===== config.mk =====
export PLATFORM = sky130hd
export DESIGN_NAME = fpc_extract
export DESIGN_NICKNAME = d
export VERILOG_FILES = /design/src/rtl/fpc_pkg.sv /design/src/rtl/fpc_extract.sv
export SDC_FILE = /design/constraint.sdc
export NUM_CORES = 2
export LEC_CHECK = 0
export ABC_CLOCK_PERIOD_IN_PS = 27900
export BUFFER_PORTS_ARGS = -buffer_cell sky130_fd_sc_hd__buf_2
export CAP_MARGIN = 20
export CORE_MARGIN = 3
export CORE_UTILIZATION = 65
export CTS_CLUSTER_DIAMETER = 40
export CTS_CLUSTER_SIZE = 30
export DETAILED_ROUTE_END_ITERATION = 10
export PLACE_DENSITY_LB_ADDON = 0.05
export SYNTH_ARGS = -nofsm -noshare
export SYNTH_HDL_FRONTEND = slang
export SYNTH_SLANG_ARGS = --single-unit

===== constraint.sdc =====
create_clock -name clk -period 27.9 [get_ports clk]
set_input_delay 6.975 -clock clk [delete_from_list [all_inputs] [get_ports clk]]
set_output_delay 6.975 -clock clk [all_outputs]
set_load 0.02 [all_outputs]

===== src/rtl/fpc_pkg.sv =====
`timescale 1ns / 1ps
`default_nettype none
package fpc_pkg;

    localparam int NUM_PLANES    = 6;
    localparam int PLANE_IDX_W   = 3;
    localparam int FRAC_BITS_DEF = 16;
    localparam int WORD_W        = 32;

    typedef enum logic [1:0] {
        KIND_LOAD   = 2'd0,
        KIND_POINT  = 2'd1,
        KIND_SPHERE = 2'd2,
        KIND_BOX    = 2'd3
    } kind_t;

    // test beat travelling down the plane chain
    typedef struct packed {
        logic               valid;
        logic               pass;
        kind_t              kind;
        logic signed [31:0] x0;
        logic signed [31:0] y0;
        logic signed [31:0] z0;
        logic signed [31:0] r;
        logic signed [31:0] x1;
        logic signed [31:0] y1;
        logic signed [31:0] z1;
    } probe_t;

    // plane write from the extraction unit
    typedef struct packed {
        logic                   en;
        logic [PLANE_IDX_W-1:0] idx;
        logic signed [31:0]     nx;
        logic signed [31:0]     ny;
        logic signed [31:0]     nz;
        logic signed [31:0]     d;
    } plane_wr_t;

endpackage
`default_nettype wire


===== src/rtl/fpc_extract.sv =====
`timescale 1ns / 1ps
`default_nettype none
module fpc_extract #(
    parameter int FRAC_BITS = fpc_pkg::FRAC_BITS_DEF
) (
    input  logic               clk,
    input  logic               rst_n,
    input  logic               ld_en,
    input  logic [1:0]         ld_col,
    input  logic [127:0]       ld_data,
    output logic               busy,
    output fpc_pkg::plane_wr_t wr
);

    localparam int DW    = 32 + FRAC_BITS;
    localparam int BCW   = $clog2(DW);
    localparam logic [5:0] PLANE_NEG = 6'b011001;

    typedef enum logic [9:0] {
        S_IDLE   = 10'b0000000001,
        S_READ   = 10'b0000000010,
        S_ELEM   = 10'b0000000100,
        S_SQ     = 10'b0000001000,
        S_ROOT   = 10'b0000010000,
        S_CHK    = 10'b0000100000,
        S_DLOAD  = 10'b0001000000,
        S_DIV    = 10'b0010000000,
        S_DSTORE = 10'b0100000000,
        S_WRITE  = 10'b1000000000
    } state_t;

    state_t state_reg;
    logic [fpc_pkg::PLANE_IDX_W-1:0] plane_reg;
    logic [1:0]  j_reg;
    logic [4:0]  it_reg;
    logic [BCW-1:0] bit_reg;
    logic signed [31:0] a_reg [4];
    logic signed [31:0] nrm_reg [4];
    logic [63:0] acc_reg, prod_reg, rad_reg;
    logic [31:0] root_reg;
    logic [33:0] rem_reg;
    logic [DW-1:0] q_reg;
    logic [31:0] drem_reg;

    logic [127:0] mat_mem [4];
    logic [127:0] rd_data_reg;
    logic [3:0]   col_vld_reg;
    logic         rd_vld_reg;

    logic signed [31:0] r3, rk;
    logic signed [32:0] esum;
    logic signed [31:0] esat;
    logic [1:0]  row;
    logic [31:0] mag_j;
    logic [35:0] rem_t, trial;
    logic [32:0] dr_t;
    logic        dge;
    logic        qbig;
    logic signed [31:0] nsat;

    // matrix columns, row 0 in the low word
    always_ff @(posedge clk)
    begin
        if (ld_en)
        begin
            mat_mem[ld_col] <= ld_data;
        end
        rd_data_reg <= mat_mem[j_reg];
    end

    always_ff @(posedge clk or negedge rst_n)
    begin
        if (!rst_n)
        begin
            col_vld_reg <= '0;
            rd_vld_reg  <= 1'b0;
        end
        else
        begin
            if (ld_en)
            begin
                col_vld_reg[ld_col] <= 1'b1;
            end
            rd_vld_reg <= col_vld_reg[j_reg];
        end
    end

    assign row  = plane_reg[2:1];
    assign r3   = rd_vld_reg ? $signed(rd_data_reg[127:96]) : '0;
    assign rk   = rd_vld_reg ? $signed(rd_data_reg[32*row +: 32]) : '0;
    assign esum = PLANE_NEG[plane_reg] ? (33'(r3) - 33'(rk)) : (33'(r3) + 33'(rk));
    assign esat = (esum[32] != esum[31]) ? (esum[32] ? 32'sh80000000 : 32'sh7FFFFFFF)
                                         : esum[31:0];

    assign mag_j = a_reg[j_reg][31] ? 32'(-a_reg[j_reg]) : 32'(a_reg[j_reg]);

    // one root bit per step
    assign rem_t = {rem_reg, rad_reg[63:62]};
    assign trial = {2'b00, root_reg, 2'b01};

    // one quotient bit per step
    assign dr_t = {drem_reg, q_reg[DW-1]};
    assign dge  = (dr_t >= {1'b0, root_reg});

    assign qbig = |q_reg[DW-1:31];
    assign nsat = a_reg[j_reg][31]
                ? (qbig ? 32'sh80000000 : -$signed(q_reg[31:0]))
                : (qbig ? 32'sh7FFFFFFF : $signed(q_reg[31:0]));

    always_ff @(posedge clk or negedge rst_n)
    begin
        if (!rst_n)
        begin
            state_reg <= S_IDLE;
            plane_reg <= '0;
            j_reg     <= '0;
            it_reg    <= '0;
            bit_reg   <= '0;
        end
        else
        begin
            unique case (state_reg)
                S_IDLE:
                begin
                    if (ld_en && (ld_col == 2'd3))
                    begin
                        plane_reg <= '0;
                        j_reg     <= '0;
                        state_reg <= S_READ;
                    end
                end
                S_READ:
                begin
                    state_reg <= S_ELEM;
                end
                S_ELEM:
                begin
                    j_reg <= j_reg + 2'd1;
                    state_reg <= (j_reg == 2'd3) ? S_SQ : S_READ;
                end
                S_SQ:
                begin
                    j_reg <= j_reg + 2'd1;
                    if (j_reg == 2'd3)
                    begin
                        it_reg    <= '0;
                        state_reg <= S_ROOT;
                    end
                end
                S_ROOT:
                begin
                    it_reg <= it_reg + 5'd1;
                    if (it_reg == 5'd31)
                    begin
                        state_reg <= S_CHK;
                    end
                end
                S_CHK:
                begin
                    j_reg     <= '0;
                    state_reg <= (root_reg == '0) ? S_WRITE : S_DLOAD;
                end
                S_DLOAD:
                begin
                    bit_reg   <= '0;
                    state_reg <= S_DIV;
                end
                S_DIV:
                begin
                    bit_reg <= bit_reg + BCW'(1);
                    if (bit_reg == BCW'(DW - 1))
                    begin
                        state_reg <= S_DSTORE;
                    end
                end
                S_DSTORE:
                begin
                    j_reg     <= j_reg + 2'd1;
                    state_reg <= (j_reg == 2'd3) ? S_WRITE : S_DLOAD;
                end
                S_WRITE:
                begin
                    j_reg     <= '0;
                    plane_reg <= plane_reg + 3'd1;
                    state_reg <= (plane_reg == 3'(fpc_pkg::NUM_PLANES - 1)) ? S_IDLE : S_READ;
                end
                default:
                begin
                    state_reg <= S_IDLE;
                end
            endcase
        end
    end

    // datapath, no reset needed
    always_ff @(posedge clk)
    begin
        unique case (state_reg)
            S_ELEM:
            begin
                a_reg[j_reg] <= esat;
                acc_reg      <= '0;
            end
            S_SQ:
            begin
                prod_reg <= 64'(mag_j) * 64'(mag_j);
                if (j_reg != 2'd0)
                begin
                    acc_reg <= acc_reg + prod_reg;
                end
                if (j_reg == 2'd3)
                begin
                    rad_reg  <= acc_reg + prod_reg;
                    rem_reg  <= '0;
                    root_reg <= '0;
                end
            end
            S_ROOT:
            begin
                rad_reg <= {rad_reg[61:0], 2'b00};
                if (rem_t >= trial)
                begin
                    rem_reg  <= 34'(rem_t - trial);
                    root_reg <= {root_reg[30:0], 1'b1};
                end
                else
                begin
                    rem_reg  <= rem_t[33:0];
                    root_reg <= {root_reg[30:0], 1'b0};
                end
            end
            S_CHK:
            begin
                if (root_reg == '0)
                begin
                    nrm_reg[0] <= '0;
                    nrm_reg[1] <= '0;
                    nrm_reg[2] <= '0;
                    nrm_reg[3] <= '0;
                end
            end
            S_DLOAD:
            begin
                q_reg    <= {mag_j, {FRAC_BITS{1'b0}}};
                drem_reg <= '0;
            end
            S_DIV:
            begin
                drem_reg <= dge ? 32'(dr_t - {1'b0, root_reg}) : dr_t[31:0];
                q_reg    <= {q_reg[DW-2:0], dge};
            end
            S_DSTORE:
            begin
                nrm_reg[j_reg] <= nsat;
            end
            default:
            begin
            end
        endcase
    end

    assign busy   = (state_reg != S_IDLE);
    assign wr.en  = (state_reg == S_WRITE);
    assign wr.idx = plane_reg;
    assign wr.nx  = nrm_reg[0];
    assign wr.ny  = nrm_reg[1];
    assign wr.nz  = nrm_reg[2];
    assign wr.d   = nrm_reg[3];

endmodule
`default_nettype wire


* Word level (Yosys, flattened, before mapping)
Memory sizes are Yosys's and may differ from the RTL's. A register that Yosys moved wholly into a read port is not among the register bits.
Index checks and enable logic that the tools add are counted.
** Operators by class
- Add/sub/neg operators :: 11
- $mul :: 1
- Div/mod/pow operators :: 0
- Order comparisons :: 6
- Equal/unequal tests :: 22
- Shifts and indexed selects :: 1
- Muxes and demuxes :: 55
- Bitwise gates (word level) :: 1
- Reductions and logical operators :: 18
** Operators by type and width (count)
- 32-bit 2-to-1 mux :: 11
- 64-bit one-hot mux with 2 select lines :: 2
- 64-bit 2-to-1 mux :: 2
- 32-bit one-hot mux with 2 select lines :: 2
- 128-bit by 8-bit variable part select with 32-bit output :: 1
- 10-bit one-hot mux with 10 select lines :: 1
- 48-bit one-hot mux with 2 select lines :: 1
- 34-bit 2-to-1 mux :: 2
- 34-bit one-hot mux with 2 select lines :: 1
- 64-bit adder :: 1
- 32-bit by 32-bit multiplier with 64-bit output :: 1
- 32-bit negator :: 2
- 10-bit 2-to-1 mux :: 6
- 36-bit by 34-bit >= comparator with 1-bit output :: 1
- 34-bit subtractor :: 1
- 32-bit by 32-bit adder with 33-bit output :: 1
- 33-bit by 32-bit >= comparator with 1-bit output :: 1
- 33-bit 2-to-1 mux :: 1
- 32-bit by 32-bit subtractor with 33-bit output :: 1
- 32-bit logical NOT :: 1
- 32-bit OR reduction :: 1
- 32-bit subtractor :: 1
- 17-bit OR reduction :: 1
- 1-bit 2-to-1 mux :: 14
- 42 further kinds :: 58
** Storage, ports and cells
- Register bits after elaboration :: 369
- Latch bits :: 0
- Memory bits (writable) :: 768
- Bits in read-only memories :: 8
- Output and inout bits :: 133
- Logic and storage cells :: 133
- Memories :: 4
** Memory list
- mat_mem :: depth 4, width 128, rd ports 1, clocked after Yosys merged registers in 1, write ports 1, line fpc_extract.sv:45 : logic [127:0] mat_mem [4];
- a_reg :: depth 4, width 32, rd ports 1, clocked after Yosys merged registers in 0, write ports 1, line fpc_extract.sv:37 : logic signed [31:0] a_reg [4];
- nrm_reg :: depth 4, width 32, rd ports 4, clocked after Yosys merged registers in 0, write ports 4, line fpc_extract.sv:38 : logic signed [31:0] nrm_reg [4];
- (name not given) :: depth 8, width 1, rd ports 1, clocked after Yosys merged registers in 0, write ports 0, line fpc_extract.sv:91 : assign esum = PLANE_NEG[plane_reg] ? (33'(r3) - 33'(rk)) : (33'(r3) + 33'(rk));

* Longest topological paths before layout
- Word-level depth :: 6
- Gate-level depth with buffers :: 48
- Depth with buffers taken out :: 42

* Least setup slack after synthesis
Ideal clock, no wire load.
- Kind :: input to register
- Start point :: in ld_col[1]
- End point :: reg col_vld_reg[0]
- Setup time :: 124 ps
- Data arrival time :: 17179 ps
- Required time :: 27776 ps
- Slack :: 10597 ps
- Cell stages on the path :: 2
- Cells stage by stage :: nor3b_1 -> or2_2
** Between the ends
- Word-level cells in the longest chain between the ends :: 5
- Elaborated cells on any way between the ends :: 6
- Those cells by class :: order compare: 2; mux: 2; bitwise: 1; reduce/logical: 1
** RTL lines
- start: declaration :: line fpc_extract.sv:9 : input logic [1:0] ld_col,
- 2-bit by 3-bit < comparator with 1-bit output (not written as such) / 2-bit by 1-bit >= comparator with 1-bit output (equally long branches) :: line fpc_extract.sv:82 : col_vld_reg[ld_col] <= 1'b1;
- 1-bit logical AND (not written as such) :: line fpc_extract.sv:82
- 1-bit 2-to-1 mux (not written as such) :: line fpc_extract.sv:82
- 1-bit demux with 2-bit select (*) :: line fpc_extract.sv:82
- 4-bit OR (no source line) (*)
- end signal: assignment :: line fpc_extract.sv:75 : col_vld_reg <= '0;
- end signal: indexed assignment :: line fpc_extract.sv:82
- end: declaration :: line fpc_extract.sv:47 : logic [3:0] col_vld_reg;
Every way passes the cells marked *; elsewhere a longest branch is shown, timed or not.
A chain may end at the register's enable or synchronous reset.

* Worst setup path in the final report
- Start point :: reg j_reg[0]
- End point :: reg prod_reg[63], data pin
** Between the ends
- Word-level cells in the longest chain between the ends :: 4
** RTL lines
- start: declaration :: line fpc_extract.sv:34 : logic [1:0] j_reg;
- start signal: assignment :: line fpc_extract.sv:138 : j_reg <= j_reg + 2'd1;
- start signal: assignment :: line fpc_extract.sv:143 : j_reg <= j_reg + 2'd1;
- start signal: assignment :: line fpc_extract.sv:178 : j_reg <= j_reg + 2'd1;
- memory read 4 x 32 bit (*)
- 32-bit negator :: line fpc_extract.sv:95 : assign mag_j = a_reg[j_reg][31] ? 32'(-a_reg[j_reg]) : 32'(a_reg[j_reg]);
- 32-bit 2-to-1 mux (*) :: line fpc_extract.sv:95
- 32-bit by 32-bit multiplier with 64-bit output (*) :: line fpc_extract.sv:206 : prod_reg <= 64'(mag_j) * 64'(mag_j);
- end signal: assignment :: line fpc_extract.sv:206
- end: declaration :: line fpc_extract.sv:39 : logic [63:0] acc_reg, prod_reg, rad_reg;
Marks and branches as above.

==> impl_metrics.json <==
{
  "syn_to_final_growth_pct": 10.7,
  "post_cts_buffers": 0,
  "yosys.area.top_type": "edfxtp_1",
  "grt_overflow_total": 0,
  "die_h_um": 367,
  "cts-resized-gates": 0,
  "dr_total_vias": 54900,
  "hold_class": "reg2reg",
  "grt_pass1_vias": 57400,
  "worst_slew_pin_slew_ps": 1080,
  "wirelength_um": 207000,
  "finClkSkew_ps": 57.1,
  "yosysTopAreaCellShare_pct": 39.2,
  "synth_ff_type": "edfxtp_1",
  "reg2reg_slack_ps": 15100,
  "start_util_pct": 65.9,
  "critPathArrivalTime_ps": 13310,
  "setup_viol": 0,
  "cts_buffer_depth": 3,
  "max_freq_mhz": 78.1,
  "min_path_cells": 1,
  "clkLatencyLatePin_ps": 790,
  "relSlewSlack_pct": 28.3,
  "max-cap-violations": 0,
  "cp_top_family": "adder cells",
  "wl_per_cell_um": 22.4,
  "layout.nets": 8791,
  "status": "finished clean",
  "rr_startpoint": "j_reg[0]",
  "critical_path_buf_inv_count": 5,
  "holdPathEnd": "col_vld_reg[2]",
  "cpMaxStageDelayCell": "xor2_2",
  "hp-start": "col_vld_reg[2]",
  "core_sq_um": 128000,
  "hold_viol": 0,
  "clock_sinks": 1264,
  "drtPass1Iterations": 8,
  "cpMostUsedCell": "fa_1",
  "synth-async-reset-ratio_pct": 2.45,
  "r2r-end": "prod_reg[63]",
  "ys_seq_area_share_pct": 43.2,
  "crit_path_max_incr_delay_ps": 850,
  "cts_hold_buffers": 0,
  "die_area_sq_um": 134000,
  "critPathCaptureType": "flip-flop",
  "synth_enable_flop_cells": 1105,
  "critPathKind": "reg2reg",
  "clk_transition_reported_paths_ps": 70,
  "yosysMostFrequentCell": "edfxtp_1",
  "dp_hpwl_um": 151000,
  "port_buffers": 265,
  "htree_levels": 4,
  "track_usage_pct": 31.4,
  "syn_inst": 7138,
  "synthTopCellsByCount": "1,105 x edfxtp_1, 1,087 x inv_1, 798 x fa_1, 755 x nor2_1, 511 x nand2_1",
  "fin_crit_sh_pct": 45.9,
  "place.gp.congestion": 0.950,
  "io_pins": 266,
  "critPathLaunchType": "flip-flop",
  "ff2ff_path_depth": 36,
  "grt_first_pass_wirelength_um": 324000,
  "viasPerCell": 5.92,
  "fp-row-count": 131,
  "fin_setup_tns_ps": 0,
  "ys_seq_elements": 1264,
  "synth.avg_cell_area_sq_um": 11.8,
  "crit_required_ps": 28410,
  "path_max_fanout": 33,
  "drc": 0,
  "fillCellCount": 8738,
  "largest_reg_flops": 512,
  "cts_root_buffer": "clkbuf_16",
  "drt_iter0_drc": 4372,
  "cts_tree": "built",
  "grt_antenna_before_repair": 16,
  "ant_nets": 0,
  "largest_register": "mat_mem",
  "dieWidth_um": 367,
  "yosysWarnings": 0,
  "synth.cell_area_sq_um": 84600,
  "rsz0062_at_grt": "no",
  "cts_made_buffers": 148,
  "synth_cell_types": 92,
  "grt_max_degree": 130,
  "drive_above_1_share_pct": 12.2,
  "drv_slew": 0,
  "netlist_top_cells_area": "edfxtp_1 39%, fa_1 19%, ha_1 6.7%",
  "finalCriticalPeriod_ps": 12800
}
## routing by layer
metal	track usage (%)	wire, um	part of all wire [%]
met5	0	80	0.039
met4	13.3	9900	4.8
met3	6.16	16500	8.0
met2	53.3	103000	49
met1	39.8	78300	38
## how the worst max path moves through the flow
stage               cells past startpoint  startpoint  slack [ps]             end
detailed placement                     35    j_reg[0]       15330    prod_reg[62]
floorplan                               2   ld_col[1]       10600  col_vld_reg[0]
global placement                       35    j_reg[0]       14840    prod_reg[62]
global route                           36    j_reg[0]       14480    prod_reg[62]
finish                                 36    j_reg[0]       15100    prod_reg[63]
CTS                                    35    j_reg[0]       15260    prod_reg[62]
## layout by cell type, fill, tap and decap left out, types with 20 or more instances in the layout
cell type,instances
inv_8,21
a211oi_1,23
buf_4,102
clkbuf_16,149
inv_1,1085
mux2i_1,46
and2_1,68
ha_1,452
a21oi_1,344
xor2_1,118
conb_1,24
a31oi_1,30
nand4_1,39
or2_2,20
nand2b_1,28
nand2_1,510
dfrtp_1,25
dfxtp_1,128
buf_2,265
nor2b_1,30
nand3_1,51
o31ai_1,20
edfxtp_1,1105
o21a_1,27
nor2_1,753
fa_1,798
xnor2_1,174
nor4_1,32
o21bai_1,36
nor3_1,59
o21ai_0,239
mux4_2,191
or3_1,27
a21o_1,139
## layout make-up
| cell class | instances | area, sq um | share of cell area, % |
|---|---|---|---|
| well taps | 1729 | 2160 | 2.31 |
| diodes | 6 | 15.0 | 0.0160 |
| flip-flops and latches | 1264 | 36500 | 39.0 |
| clock inverters | 118 | 1730 | 1.85 |
| inverters | 1100 | 4130 | 4.41 |
| repair buffers | 369 | 2130 | 2.28 |
| multi-input cells | 4525 | 43200 | 46.1 |
| clock buffers | 160 | 3800 | 4.06 |
## cells by family (layout without fill, tap and decap cells)
| family | count (synthesis) | in the layout | synth area share, % |
|---|---|---|---|
| AOI/OAI and AO/OA | 1001 | 1001 | 7.29 |
| xor gates and xnor gates | 309 | 309 | 3.25 |
| adders and majority gates | 1258 | 1258 | 25.7 |
| buffers and inverters | 1371 | 1747 | 6.18 |
| DFF | 1264 | 1264 | 43.2 |
| muxes | 241 | 241 | 5.68 |
| other | 2 | 30 | 0.00888 |
| and+or+nand+nor | 1692 | 1692 | 8.74 |
## worst register-to-register path, delay by kind of cell (launching register included)
family	cells	cell delay (ps)
compound gates	12	2580
xor+xnor	2	930
fa+ha+maj	10	4660
buf+inv	5	1530
flops	1	840
mux	1	420
simple gates	6	1570
## metrics by stage
| step | hold WS, ps | util (%) | area, sq um | cells | worst slack, ps |
|---|---|---|---|---|---|
| 2_1_floorplan | 434 | - | 84700 | 7160 | 10600 |
| 3_3_place_gp | 455 | 68.7 | 88100 | 8987 | 14840 |
| 3_5_place_dp | 455 | 68.7 | 88100 | 8987 | 15330 |
| 4_1_cts | 471 | 73.0 | 93600 | 9265 | 15260 |
| 5_1_grt | 480 | 73.0 | 93700 | 9267 | 14480 |
| 6_report | 472 | 73.0 | 93700 | 9271 | 15100 |
Power is left out: the tool's default activity adds up to more than one toggle a clock period on the data nets, which glitch-free logic cannot reach.
